<file path="config.mk">
export PLATFORM = sky130hd
export DESIGN_NAME = char_lcd_nibble_writer_core
export DESIGN_NICKNAME = d
export VERILOG_FILES = /design/src/design/lcdnw_pkg.sv /design/src/design/char_lcd_nibble_writer_core.sv
export SDC_FILE = /design/constraint.sdc
export NUM_CORES = 1
export LEC_CHECK = 0
export BUFFER_PORTS_ARGS = -buffer_cell sky130_fd_sc_hd__buf_4
export CAP_MARGIN = 5
export CORE_MARGIN = 4
export CORE_UTILIZATION = 57
export CTS_CLUSTER_SIZE = 24
export DETAILED_ROUTE_END_ITERATION = 16
export GPL_TIMING_DRIVEN = 0
export PLACE_DENSITY_LB_ADDON = 0.12
export SKIP_LAST_GASP = 1
export SYNTH_ARGS = -nofsm -noshare
export SYNTH_HDL_FRONTEND = slang
export SYNTH_SLANG_ARGS = --single-unit
</file>
<file path="constraint.sdc">
create_clock -name i_clk -period 2.4 [get_ports i_clk]
set_input_delay 0.72 -clock i_clk [delete_from_list [all_inputs] [get_ports i_clk]]
set_output_delay 0.72 -clock i_clk [all_outputs]
set_load 0.02 [all_outputs]
</file>
<file path="src/design/lcdnw_pkg.sv">
// Types, codes and the init command table of the character LCD nibble writer.
package lcdnw_pkg;

    localparam logic [2:0] OPC_INIT   = 3'd0;
    localparam logic [2:0] OPC_CMD    = 3'd1;
    localparam logic [2:0] OPC_DATA   = 3'd2;
    localparam logic [2:0] OPC_CURSOR = 3'd3;
    localparam logic [2:0] OPC_CLEAR  = 3'd4;

    localparam logic [1:0] CFG_ENABLE_HIGH = 2'd0;
    localparam logic [1:0] CFG_ENABLE_LOW  = 2'd1;
    localparam logic [1:0] CFG_SETTLE      = 2'd2;
    localparam logic [1:0] CFG_POWER_ON    = 2'd3;

    localparam logic [7:0] CMD_CLEAR     = 8'h01;
    localparam logic [7:0] CMD_ROW0_BASE = 8'h80;
    localparam logic [7:0] CMD_ROW1_BASE = 8'hC0;

    localparam logic [2:0] INIT_LAST_IDX = 3'd5;

    typedef struct packed {
        logic [2:0] opcode;
        logic [7:0] value;
        logic [1:0] row;
        logic [3:0] column;
    } t_in_word;

    typedef struct packed {
        logic       reg_select;
        logic       read_write;
        logic       enable;
        logic [3:0] nibble;
        logic [8:0] hold_ticks;
        logic       last;
    } t_out_word;

    typedef enum logic [1:0] {
        ST_IDLE,
        ST_WAIT,
        ST_NIB
    } t_state;

    function automatic logic [7:0] init_cmd(input logic [2:0] idx);
        logic [7:0] cmd;
        case (idx)
            3'd0:    cmd = 8'h02;
            3'd1:    cmd = 8'h28;
            3'd2:    cmd = 8'h0C;
            3'd3:    cmd = 8'h06;
            3'd4:    cmd = 8'h01;
            3'd5:    cmd = 8'h80;
            default: cmd = 8'h00;
        endcase
        return cmd;
    endfunction

endpackage

</file>
<file path="src/design/char_lcd_nibble_writer_core.sv">
// Top level of the character LCD nibble writer: sequencer, digit shifter and output register.
// One word goes in per operation and each pin state comes out as one output word, at most
// one per cycle: a byte write (command, data, set cursor, clear) gives 4 words and init gives
// 25. An item is accepted only while the sequencer is idle, so a new operation is taken
// only once the last word of the one before is in the output register; the output register
// sets the pace, and the byte is shifted out one nibble at a time. Set cursor with row 2 or
// 3 and opcodes 5 to 7 give no words. Configuration writes take effect at once and are meant
// for idle periods only.
module char_lcd_nibble_writer_core (
    input  logic                 i_clk,
    input  logic                 i_rst_n,
    input  logic                 i_cfg_we,
    input  logic [1:0]           i_cfg_index,
    input  logic [7:0]           i_cfg_data,
    input  logic                 i_in_valid,
    output logic                 o_in_stall,
    input  lcdnw_pkg::t_in_word  i_in_word,
    output logic                 o_out_valid,
    input  logic                 i_out_stall,
    output lcdnw_pkg::t_out_word o_out_word
);

    logic [7:0] r_en_high;
    logic [7:0] r_en_low;
    logic [7:0] r_settle;
    logic [7:0] r_power_on;

    lcdnw_pkg::t_state    r_state, n_state;
    logic [7:0]           r_byte, n_byte;
    logic                 r_rs, n_rs;
    logic                 r_init, n_init;
    logic [2:0]           r_idx, n_idx;
    logic [1:0]           r_phase, n_phase;
    logic                 r_out_valid, n_out_valid;
    lcdnw_pkg::t_out_word r_out, n_out;

    logic in_accept;
    logic out_free;
    logic end_op;

    assign o_in_stall  = (r_state != lcdnw_pkg::ST_IDLE);
    assign in_accept   = i_in_valid && !o_in_stall;
    assign out_free    = !r_out_valid || !i_out_stall;
    assign o_out_valid = r_out_valid;
    assign o_out_word  = r_out;

    always_ff @(posedge i_clk) begin
        if (!i_rst_n) begin
            r_en_high  <= 8'd5;
            r_en_low   <= 8'd3;
            r_settle   <= 8'd2;
            r_power_on <= 8'd5;
        end else if (i_cfg_we) begin
            case (i_cfg_index)
                lcdnw_pkg::CFG_ENABLE_HIGH: r_en_high  <= i_cfg_data;
                lcdnw_pkg::CFG_ENABLE_LOW:  r_en_low   <= i_cfg_data;
                lcdnw_pkg::CFG_SETTLE:      r_settle   <= i_cfg_data;
                lcdnw_pkg::CFG_POWER_ON:    r_power_on <= i_cfg_data;
                default: ;
            endcase
        end
    end

    always_ff @(posedge i_clk) begin
        if (!i_rst_n) begin
            r_state     <= lcdnw_pkg::ST_IDLE;
            r_init      <= 1'b0;
            r_idx       <= '0;
            r_phase     <= '0;
            r_out_valid <= 1'b0;
        end else begin
            r_state     <= n_state;
            r_init      <= n_init;
            r_idx       <= n_idx;
            r_phase     <= n_phase;
            r_out_valid <= n_out_valid;
        end
    end

    always_ff @(posedge i_clk) begin
        r_byte <= n_byte;
        r_rs   <= n_rs;
        r_out  <= n_out;
    end

    assign end_op = (r_phase == 2'd3) && (!r_init || r_idx == lcdnw_pkg::INIT_LAST_IDX);

    always_comb begin
        n_state     = r_state;
        n_byte      = r_byte;
        n_rs        = r_rs;
        n_init      = r_init;
        n_idx       = r_idx;
        n_phase     = r_phase;
        n_out       = r_out;
        n_out_valid = r_out_valid && i_out_stall;

        case (r_state)
            lcdnw_pkg::ST_IDLE: begin
                n_phase = 2'd0;
                n_idx   = 3'd0;
                n_init  = 1'b0;
                n_rs    = 1'b0;
                if (in_accept) begin
                    case (i_in_word.opcode)
                        lcdnw_pkg::OPC_INIT: begin
                            n_init  = 1'b1;
                            n_byte  = lcdnw_pkg::init_cmd(3'd0);
                            n_state = lcdnw_pkg::ST_WAIT;
                        end
                        lcdnw_pkg::OPC_CMD: begin
                            n_byte  = i_in_word.value;
                            n_state = lcdnw_pkg::ST_NIB;
                        end
                        lcdnw_pkg::OPC_DATA: begin
                            n_byte  = i_in_word.value;
                            n_rs    = 1'b1;
                            n_state = lcdnw_pkg::ST_NIB;
                        end
                        lcdnw_pkg::OPC_CURSOR: begin
                            if (i_in_word.row == 2'd0) begin
                                n_byte  = lcdnw_pkg::CMD_ROW0_BASE | {4'h0, i_in_word.column};
                                n_state = lcdnw_pkg::ST_NIB;
                            end else if (i_in_word.row == 2'd1) begin
                                n_byte  = lcdnw_pkg::CMD_ROW1_BASE | {4'h0, i_in_word.column};
                                n_state = lcdnw_pkg::ST_NIB;
                            end
                        end
                        lcdnw_pkg::OPC_CLEAR: begin
                            n_byte  = lcdnw_pkg::CMD_CLEAR;
                            n_state = lcdnw_pkg::ST_NIB;
                        end
                        default: ;
                    endcase
                end
            end
            lcdnw_pkg::ST_WAIT: begin
                if (out_free) begin
                    n_out_valid      = 1'b1;
                    n_out.reg_select = 1'b0;
                    n_out.read_write = 1'b0;
                    n_out.enable     = 1'b0;
                    n_out.nibble     = 4'h0;
                    n_out.hold_ticks = {1'b0, r_power_on};
                    n_out.last       = 1'b0;
                    n_state          = lcdnw_pkg::ST_NIB;
                end
            end
            lcdnw_pkg::ST_NIB: begin
                if (out_free) begin
                    n_out_valid      = 1'b1;
                    n_out.reg_select = r_rs;
                    n_out.read_write = 1'b0;
                    n_out.enable     = ~r_phase[0];
                    n_out.nibble     = r_byte[7:4];
                    n_out.last       = end_op;
                    case (r_phase)
                        2'd0, 2'd2: n_out.hold_ticks = {1'b0, r_en_high};
                        2'd1:       n_out.hold_ticks = {1'b0, r_en_low};
                        2'd3:       n_out.hold_ticks = {1'b0, r_en_low} + {1'b0, r_settle};
                        default:    n_out.hold_ticks = '0;
                    endcase
                    n_phase = r_phase + 2'd1;
                    // advance to the lower nibble
                    if (r_phase == 2'd1) begin
                        n_byte = {r_byte[3:0], 4'h0};
                    end
                    if (r_phase == 2'd3) begin
                        if (end_op) begin
                            n_state = lcdnw_pkg::ST_IDLE;
                        end else begin
                            n_idx  = r_idx + 3'd1;
                            n_byte = lcdnw_pkg::init_cmd(r_idx + 3'd1);
                        end
                    end
                end
            end
            default: n_state = lcdnw_pkg::ST_IDLE;
        endcase
    end

endmodule

</file>
==> impl_metrics.csv, run 1 <==
group,metric,value,unit
outcome,status,"complete, no violations",
grt,overflow,0,
setup_path,required,2480,ps
setup_path,crit_type,"flip-flop to flip-flop",
placed_design,hpwlAfterDp,6074,µm
cts,postCtsSetupBuffers,0,
final_layout,nNetsFinal,489,
setup_path,cpPeakStageDelay,420,ps
synthesis,yosysTopAreaCell,"dfxtp_1",
synthesis,yosys.cell_count.top_type,"nand2_1",
power_and_ir_drop,p_total,0.003562,W
setup_path,end_kind,"flip-flop",
floorplanning,die_area,7620,µm²
synthesis,ys.flop_type,"dfxtp_1",
setup_path,start_kind,"flip-flop",
floorplanning,core-area,6026,µm²
cts,clockBufferDepth,2,
cts,cts_hold_buf,0,
floorplanning,dieWidth,87.29,µm
synthesis,ys_ff_latch,66,
sta,worstMarginPinSlew,824.0,ps
power_and_ir_drop,p_leak,1.736,nW
synthesis,ys_types,57,
detailed_routing,vias,2933,
setup_path,slowest_stage,"fa_1",
setup_path,reg2reg_slack,160,ps
synthesis,synth_area_per_cell,9.480,µm²
cts,path_clk_slew,70,ps
grt,grt_pass1_vias,2842,
power_and_ir_drop,powerDensity,848.5,nW/µm²
sta,skew,4.333,ps
detailed_routing,drcViolationCount,0,
setup_path,cp.buffers_inverters,0,
setup_path,cp_top_family,"compound AO/OA/AOI/OAI gates",
cts,cts_buffers,9,
synthesis,synth-warning-count,0,
job,maxCapViolations,0,
synthesis,synthesis.nets,429,
final_layout,postLayoutCellArea,4198,µm²
power_and_ir_drop,max-vdd-ir-drop,0.0005447,V
placed_design,gp_congestion,0.8225,
detailed_routing,drt-wirelength-per-cell,16.51,µm
placed_design,dpl_cell_area,4045,µm²
grt,grt.total_usage,0.2365,
cts,clkLatencyLatePin,340,ps
setup_path,critPathMaxFanout,3,
detailed_routing,viasPerCell,5.662,
grt,grt_max_degree,17,
sta,rsz0062_at_grt,"false",
floorplanning,io_pins,51,
synthesis,ys_top_cells_by_area,"dfxtp_1, edfxtp_1, ha_1",
final_layout,layout-drive-gt1-share,0.1919,
floorplanning,rows,28,
detailed_routing,dr.pass1.iters,5,
sta,relSlewSlack,0.4507,
sta,finalSetupViolCount,0,
cts,cts_sinks,66,
floorplanning,die_y,87.29,µm
final_layout,area.sequential,1572,µm²
sta,period_share,0.9330,
sta,period_minus_slack,2239,ps
sta,hold_viol,0,
synthesis,syn-cell-area,3583,µm²
setup_path,path_cells,"ha_1 > fa_1 > a21o_1 > a21oi_1 > nor2b_1 > o31ai_1 > a211oi_1",
min_path,hp-class,"flip-flop to flip-flop",
setup_path,crit_arrival,2320,ps
synthesis,synth_edf_count,25,
cts,cts-root-buf,"clkbuf_8",
detailed_routing,routed_wirelength,8553,µm
sta,slew_viol_final,0,
floorplanning,initial_core_util,0.5947,
cts,post_cts_resized,0,
detailed_routing,dr.first_iter.drc_count,179,
cts,cts_tree,"done",
final_layout,area_delta_synth_final,17.14,%
grt,grt_antenna_before_repair,0,
sta,max_freq,446.6,MHz
final_layout,fillers,501,
synthesis,synthCells,378,
final_layout,multi_input_area,1874,µm²
sta,tns,0,ps
synthesis,yosysTopAreaCellShare,0.2291,
final_layout,num_antenna_cells,0,
grt,grt_pass1_wl,13660,µm
synthesis,synthTopCellsByCount,"nand2_1, dfxtp_1, edfxtp_1, nor2_1, mux2i_1",
placed_design,numPortBuffers,49,
synthesis,synthArstFlopShare,0,
synthesis,synth-seq-area-share,0.4385,
detailed_routing,ant_nets,0,
cts,h-tree-depth,3,
==> layout by cell type (no fill, tap or decap), types with 10 or more instances in the layout <==
master    synthesis  routed
nand2_1          60      60
buf_4             4      53
dfxtp_1          41      41
nor2_1           25      25
edfxtp_1         25      25
mux2i_1          22      22
ha_1             18      18
nor2b_1          17      17
a21boi_0         16      16
o21ai_0          13      13
nand3_1          12      12
a21oi_1          11      11
inv_1            10      10
clkbuf_1          8      10
==> metal layers <==
layer,track usage,vias up,part of all wire
met1,0.3087,1363,0.46
li1,-,1461,-
met3,0.05676,18,0.060
met5,0,-,0
met2,0.3747,91,0.46
met4,0.09763,0,0.019
==> area by class of cell <==
cell class / instances / area share
plain buffers: 20 / 0.02384
clock buffers: 11 / 0.03130
clock inverters: 5 / 0.005067
inverters: 10 / 0.008942
multi-input cells: 282 / 0.4465
flip-flops and latches: 66 / 0.3744
well taps: 75 / 0.02235
repair buffers: 49 / 0.08763
==> report_power, final <==
group	internal [W]	leakage (nW)	switching, W
Sequential	0.00148	0.572	0.0000982
Clock	0.000361	0.0796	0.000411
Combinational	0.000458	1.08	0.000751
Total	0.00230	1.74	0.00126
==> through the flow <==
step | hold slack, ps | setup WS, ps | std cells | util
4_1_cts | 470.7 | 222.9 | 518 | 0.6966
6_report | 467.7 | 160.8 | 518 | 0.6966
3_5_place_dp | 459.1 | 244.0 | 502 | 0.6713
5_1_grt | 490.3 | 134.6 | 518 | 0.6966
3_3_place_gp | 451.2 | 257.9 | 502 | 0.6713
2_1_floorplan | 436.6 | 486.0 | 378 | -
==> kinds of logic (layout without fill, tap and decap cells) <==
group / Yosys count / in the layout / synth area share
simple gates: 141 / 141 / 0.1889
compound gates: 87 / 87 / 0.1707
xor+xnor: 7 / 7 / 0.01711
flops: 66 / 66 / 0.4385
mux: 26 / 26 / 0.07402
other cells: 1 / 1 / 0.001046
buf+inv: 30 / 95 / 0.03841
fa+ha+maj: 20 / 20 / 0.07123
==> worst paths after layout <==
path / startpoint / endpoint / depth (start not counted)
setup reg to reg: r_en_low[0] / o_out_word[9] / 7
hold / removal: r_init / r_init / 2
setup / recovery: r_en_low[0] / o_out_word[9] / 7
hold reg to reg: r_init / r_init / 2
==> state kept, by name (all words and copies together) (netlist names) <==
signal and flops:
r_settle 8, o_out_valid 1, r_phase 2, r_init 1, r_rs 1, r_en_high 8, r_byte 8, r_power_on 8
r_state 2, r_en_low 8, r_idx 3, o_out_word 16
==> tightest hold or removal path, delay by kind of cell (launching register included) <==
| kind | cells | cell delay, ps |
|---|---|---|
| compound gates | 1 | 60 |
| flops | 1 | 310 |
| simple gates | 1 | 50 |
(Power assumes the default switching activity.)
==> run 2, diff against run 1 <==
- BUFFER_PORTS_ARGS: -buffer_cell sky130_fd_sc_hd__buf_4 -> -buffer_cell sky130_fd_sc_hd__buf_2
==> run 2 against run 1 <==
Fmax up 2.6%. Via count increased by 1.9%. Highest routed layer unchanged. Clock power up 28%. Cell count did not move. Count of clock-buffer cells in the layout rose by 3. Die area unchanged.
==> impl_metrics.csv, run 2 (synthesis results as in run 1) <==
group,metric,value,unit
setup_path,crit_type,"flip-flop to flip-flop",
detailed_routing,ant_nets,0,
sta,tns,0,ps
setup_path,startpoint,"r_en_low[0]",
floorplanning,dieWidth,87.29,µm
sta,hold_viol,0,
min_path,hp-class,"flip-flop to flip-flop",
power_and_ir_drop,switching_share,0.3409,
sta,slew_viol_final,0,
detailed_routing,routed_wirelength,8533,µm
sta,relSlewSlack,0.4635,
setup_path,crit_arrival,2260,ps
power_and_ir_drop,powerDensity,893.9,nW/µm²
power_and_ir_drop,max-vdd-ir-drop,0.0008979,V
floorplanning,die_y,87.29,µm
final_layout,area_delta_synth_final,15.29,%
setup_path,cp_top_family,"compound AO/OA/AOI/OAI gates",
setup_path,slowest_stage,"fa_1",
placed_design,dp_cells,502,
power_and_ir_drop,p_seq_frac,0.427,
grt,overflow,0,
sta,period_share,0.9092,
cts,cts_hold_buf,0,
cts,cts-root-buf,"clkbuf_8",
floorplanning,core-area,6026,µm²
setup_path,critPathMaxFanout,3,
final_layout,layout-drive-gt1-share,0.1964,
cts,cts_sinks,66,
final_layout,fillers,488,
power_and_ir_drop,p_clk_frac,0.267,
sta,period_minus_slack,2182,ps
setup_path,end_kind,"flip-flop",
final_layout,num_antenna_cells,0,
final_layout,final_cell_mix,"nand2_1, buf_2, dfxtp_1",
setup_path,start_kind,"flip-flop",
floorplanning,rows,28,
power_and_ir_drop,power_switching,0.001259,W
cts,path_clk_slew,80,ps
setup_path,path_cells,"ha_1 > fa_1 > a21o_1 > a21oi_1 > nor2b_1 > o31ai_1 > a211oi_1",
cts,clkLatencyLatePin,330,ps
final_layout,postLayoutCellArea,4131,µm²
cts,post_cts_resized,0,
min_path,hold_start,"r_power_on[4]",
power_and_ir_drop,p_leak,1.721,nW
final_layout,instances_no_fill,518,
detailed_routing,drt-wirelength-per-cell,16.47,µm
floorplanning,io_pins,51,
floorplanning,initial_core_util,0.5947,
detailed_routing,vias,2989,
job,maxCapViolations,0,
setup_path,cpPeakStageDelay,420,ps
floorplanning,die_area,7620,µm²
outcome,status,"complete, no violations",
sta,worstMarginPinSlew,804.8,ps
sta,max_freq,458.3,MHz
detailed_routing,dr.first_iter.drc_count,201,
sta,rsz0062_at_grt,"false",
grt,grt_antenna_before_repair,0,
detailed_routing,drcViolationCount,0,
power_and_ir_drop,combinationalPowerShare,0.306,
setup_path,cp.buffers_inverters,0,
sta,skew,13.27,ps
cts,postCtsSetupBuffers,0,
sta,finalSetupViolCount,0,
detailed_routing,dr.pass1.iters,5,
grt,grt.total_usage,0.2312,
placed_design,dpl_cell_area,3923,µm²
detailed_routing,viasPerCell,5.770,
final_layout,largest_reg_flops,16,
final_layout,nNetsFinal,489,
grt,grt_pass1_wl,13530,µm
cts,h-tree-depth,3,
setup_path,worstReg2RegStart,"r_en_low[0]",
placed_design,hpwlAfterDp,6060,µm
grt,grt_pass1_vias,2807,
cts,cts_buffers,9,
setup_path,required,2480,ps
cts,cts_tree,"done",
cts,clockBufferDepth,2,
grt,grt_max_degree,17,
placed_design,numPortBuffers,49,
placed_design,gp_congestion,0.8032,
final_layout,layout_commonest_cell,"nand2_1",
power_and_ir_drop,p_int,0.002434,W
[run 2: worst paths after layout]
path	to	slack (ps)	depth (start not counted)
setup / recovery	o_out_word[9]	220	7
hold / removal	r_power_on[4]	470	2
setup reg to reg	o_out_word[9]	220	7
hold reg to reg	r_power_on[4]	470	2
[run 2: power by group through the flow]
| stage | clock network (W) | logic [W] | registers (W) |
|---|---|---|---|
| 2_1_floorplan | 0 | 0.000620 | 0.00172 |
| 3_3_place_gp | 0 | 0.00110 | 0.00159 |
| 3_5_place_dp | 0 | 0.00113 | 0.00160 |
| 4_1_cts | 0.000993 | 0.00113 | 0.00158 |
| 5_1_grt | 0.00105 | 0.00123 | 0.00160 |
| 6_report | 0.000987 | 0.00113 | 0.00158 |
[run 2: worst min-delay path: cells and delay by family (launching register included)]
family / cells / cell delay [ps]
DFF: 1 / 310
AOI/OAI and AO/OA: 1 / 60
and+or+nand+nor: 1 / 50
[run 2: final cells by class]
type                            count  area (µm²)  share of cell area
Tap cell                           75       93.84             0.02271
Buffer                             20       100.1             0.02423
Inverter                           10       37.54            0.009085
Timing Repair Buffer               49       245.2             0.05936
Sequential cell                    66        1572              0.3804
Clock inverter                      2       35.03            0.008480
Multi-Input combinational cell    282        1874              0.4537
Clock buffer                       14       173.9             0.04210
[run 2: routing by layer]
metal / vias to the layer above / part of all wire / GRT usage / wire length, µm
met1: 1395 / 0.45 / 0.3177 / 3841
li1: 1465 / - / - / -
met4: 0 / 0.014 / 0.08508 / 119
met3: 13 / 0.074 / 0.03784 / 634
met2: 116 / 0.46 / 0.3658 / 3937
met5: - / 0 / 0 / 0
[run 2: per-stage QoR]
| stage | total power, W | hold WS (ps) | utilization | setup slack [ps] |
|---|---|---|---|---|
| 2_1_floorplan | 0.002343 | 436.6 | - | 486.0 |
| 3_3_place_gp | 0.002693 | 451.4 | 0.6510 | 260.1 |
| 3_5_place_dp | 0.002724 | 456.2 | 0.6510 | 256.8 |
| 4_1_cts | 0.003696 | 466.1 | 0.6856 | 238.3 |
| 5_1_grt | 0.003877 | 488.7 | 0.6856 | 149.4 |
| 6_report | 0.003693 | 469.0 | 0.6856 | 217.9 |
==> run 3, diff against run 2 <==
- CORE_UTILIZATION: 57 -> 59
- CTS_BUF_LIST: not set -> sky130_fd_sc_hd__clkbuf_4 sky130_fd_sc_hd__clkbuf_8
==> run 3 against run 2 <==
Critical path depth unchanged. Critical endpoint unchanged. Cell count unchanged. Sequential power about the same. Non-clock buffer count unchanged. Fmax increased by 2.5%. Core utilization increased by 1.1 points. Sequential share of layout area increased by 0.081 points. Global-route usage increased by 1.6 points.
==> impl_metrics.csv, run 3 (synthesis results as in run 1) <==
group,metric,value,unit
cts,cts_sinks,66,
final_layout,layout-drive-gt1-share,0.2032,
detailed_routing,dr.first_iter.drc_count,221,
sta,skew,11.71,ps
setup_path,cp_top_family,"compound AO/OA/AOI/OAI gates",
sta,tns,0,ps
detailed_routing,ant_nets,0,
sta,period_share,0.8874,
sta,slew_viol_final,0,
floorplanning,rows,28,
cts,cts_tree,"done",
power_and_ir_drop,max-vdd-ir-drop,0.001009,V
detailed_routing,dr.pass1.iters,5,
min_path,hp-class,"flip-flop to flip-flop",
setup_path,start_kind,"flip-flop",
final_layout,area.sequential,1572,µm²
placed_design,gp_congestion,0.9119,
cts,cts-root-buf,"clkbuf_8",
detailed_routing,routed_wirelength,8601,µm
floorplanning,dieWidth,85.94,µm
setup_path,critPathMaxFanout,3,
detailed_routing,vias,2985,
cts,cts_buffers,9,
cts,path_clk_slew,80,ps
final_layout,multi_input_area,1874,µm²
job,maxCapViolations,0,
sta,worstMarginPinSlew,887.5,ps
final_layout,nNetsFinal,489,
grt,grt.total_usage,0.2476,
setup_path,cpPeakStageDelay,420,ps
floorplanning,initial_core_util,0.6052,
grt,grt_antenna_before_repair,0,
setup_path,cp.buffers_inverters,0,
cts,cts_hold_buf,0,
grt,overflow,0,
power_and_ir_drop,p_total,0.003682,W
cts,post_cts_resized,0,
sta,hold_viol,0,
floorplanning,die_y,85.94,µm
cts,clkLatencyLatePin,350,ps
sta,relSlewSlack,0.4084,
floorplanning,io_pins,51,
setup_path,slowest_stage,"fa_1",
setup_path,required,2490,ps
setup_path,path_cells,"ha_1 > fa_1 > a21o_1 > a21oi_1 > nor2b_1 > o31ai_1 > a211oi_1",
final_layout,area_delta_synth_final,15.05,%
final_layout,fillers,468,
detailed_routing,drcViolationCount,0,
detailed_routing,viasPerCell,5.763,
cts,clockBufferDepth,2,
sta,max_freq,469.6,MHz
placed_design,hpwlAfterDp,6032,µm
grt,grt_pass1_wl,14080,µm
detailed_routing,drt-wirelength-per-cell,16.60,µm
cts,postCtsSetupBuffers,0,
final_layout,largest_reg_flops,16,
cts,h-tree-depth,3,
grt,grt_pass1_vias,2869,
sta,finalSetupViolCount,0,
power_and_ir_drop,powerDensity,893.2,nW/µm²
setup_path,crit_arrival,2220,ps
power_and_ir_drop,p_leak,1.723,nW
grt,grt_max_degree,17,
setup_path,end_kind,"flip-flop",
outcome,status,"complete, no violations",
floorplanning,core-area,5921,µm²
final_layout,final_cell_mix,"nand2_1, buf_2, dfxtp_1",
floorplanning,die_area,7385,µm²
sta,period_minus_slack,2130,ps
placed_design,numPortBuffers,49,
setup_path,crit_type,"flip-flop to flip-flop",
final_layout,num_antenna_cells,0,
final_layout,layout_commonest_cell,"nand2_1",
sta,rsz0062_at_grt,"false",
run 3: cell types whose count changed in the layout (fill, tap and decap cells not counted), sizes merged:
cell,delta
clkbuf,-1
clkinv,+1
run 3: stage by stage:
step / setup slack (ps) / hold WS [ps] / utilization / area [µm²] / instances
floorplan: 486.0 / 436.6 / - / 3583 / 378
global placement: 270.5 / 451.8 / 0.6625 / 3923 / 502
detailed placement: 239.3 / 460.5 / 0.6625 / 3923 / 502
CTS: 298.1 / 469.6 / 0.6963 / 4123 / 518
global route: 161.0 / 486.9 / 0.6963 / 4123 / 518
finish: 270.4 / 469.1 / 0.6963 / 4123 / 518
run 3: path summary, 6_finish.rpt:
| check | startpoint | end | slack (ps) | cells past startpoint |
|---|---|---|---|---|
| setup reg to reg | r_en_low[0] | o_out_word[9] | 270 | 7 |
| hold / removal | r_power_on[4] | r_power_on[4] | 470 | 2 |
| hold reg to reg | r_power_on[4] | r_power_on[4] | 470 | 2 |
| setup / recovery | r_en_low[0] | o_out_word[9] | 270 | 7 |
run 3: final cells by class:
type / instances / share of cell area
clock buffer: 13 / 0.03885
clock inverter: 3 / 0.009712
tap: 75 / 0.02276
multi-input combinational: 282 / 0.4546
buffer: 20 / 0.02428
timing repair buffer: 49 / 0.05948
sequential: 66 / 0.3812
inverter: 10 / 0.009105
run 3: power breakdown:
part | total [W] | internal (W) | switching, W
Combinational | 0.00113 | 0.000380 | 0.000753
Clock | 0.000965 | 0.000540 | 0.000425
Sequential | 0.00158 | 0.00148 | 0.000102
Total | 0.00368 | 0.00240 | 0.00128
run 3: tightest hold or removal path: cells and delay by family, from the launching register on:
| kind | cells | cell delay [ps] |
|---|---|---|
| AO/OA/AOI/OAI | 1 | 60 |
| AND/OR/NAND/NOR | 1 | 50 |
| flip-flops | 1 | 310 |
run 3: routing by layer:
layer | up-vias | GRT usage | routed length (µm) | part of all wire
met5 | - | 0 | 0 | 0
li1 | 1458 | - | - | -
met4 | 0 | 0.1180 | 174 | 0.020
met3 | 17 | 0.04419 | 514 | 0.060
met1 | 1398 | 0.3277 | 3925 | 0.46
met2 | 112 | 0.3917 | 3987 | 0.46
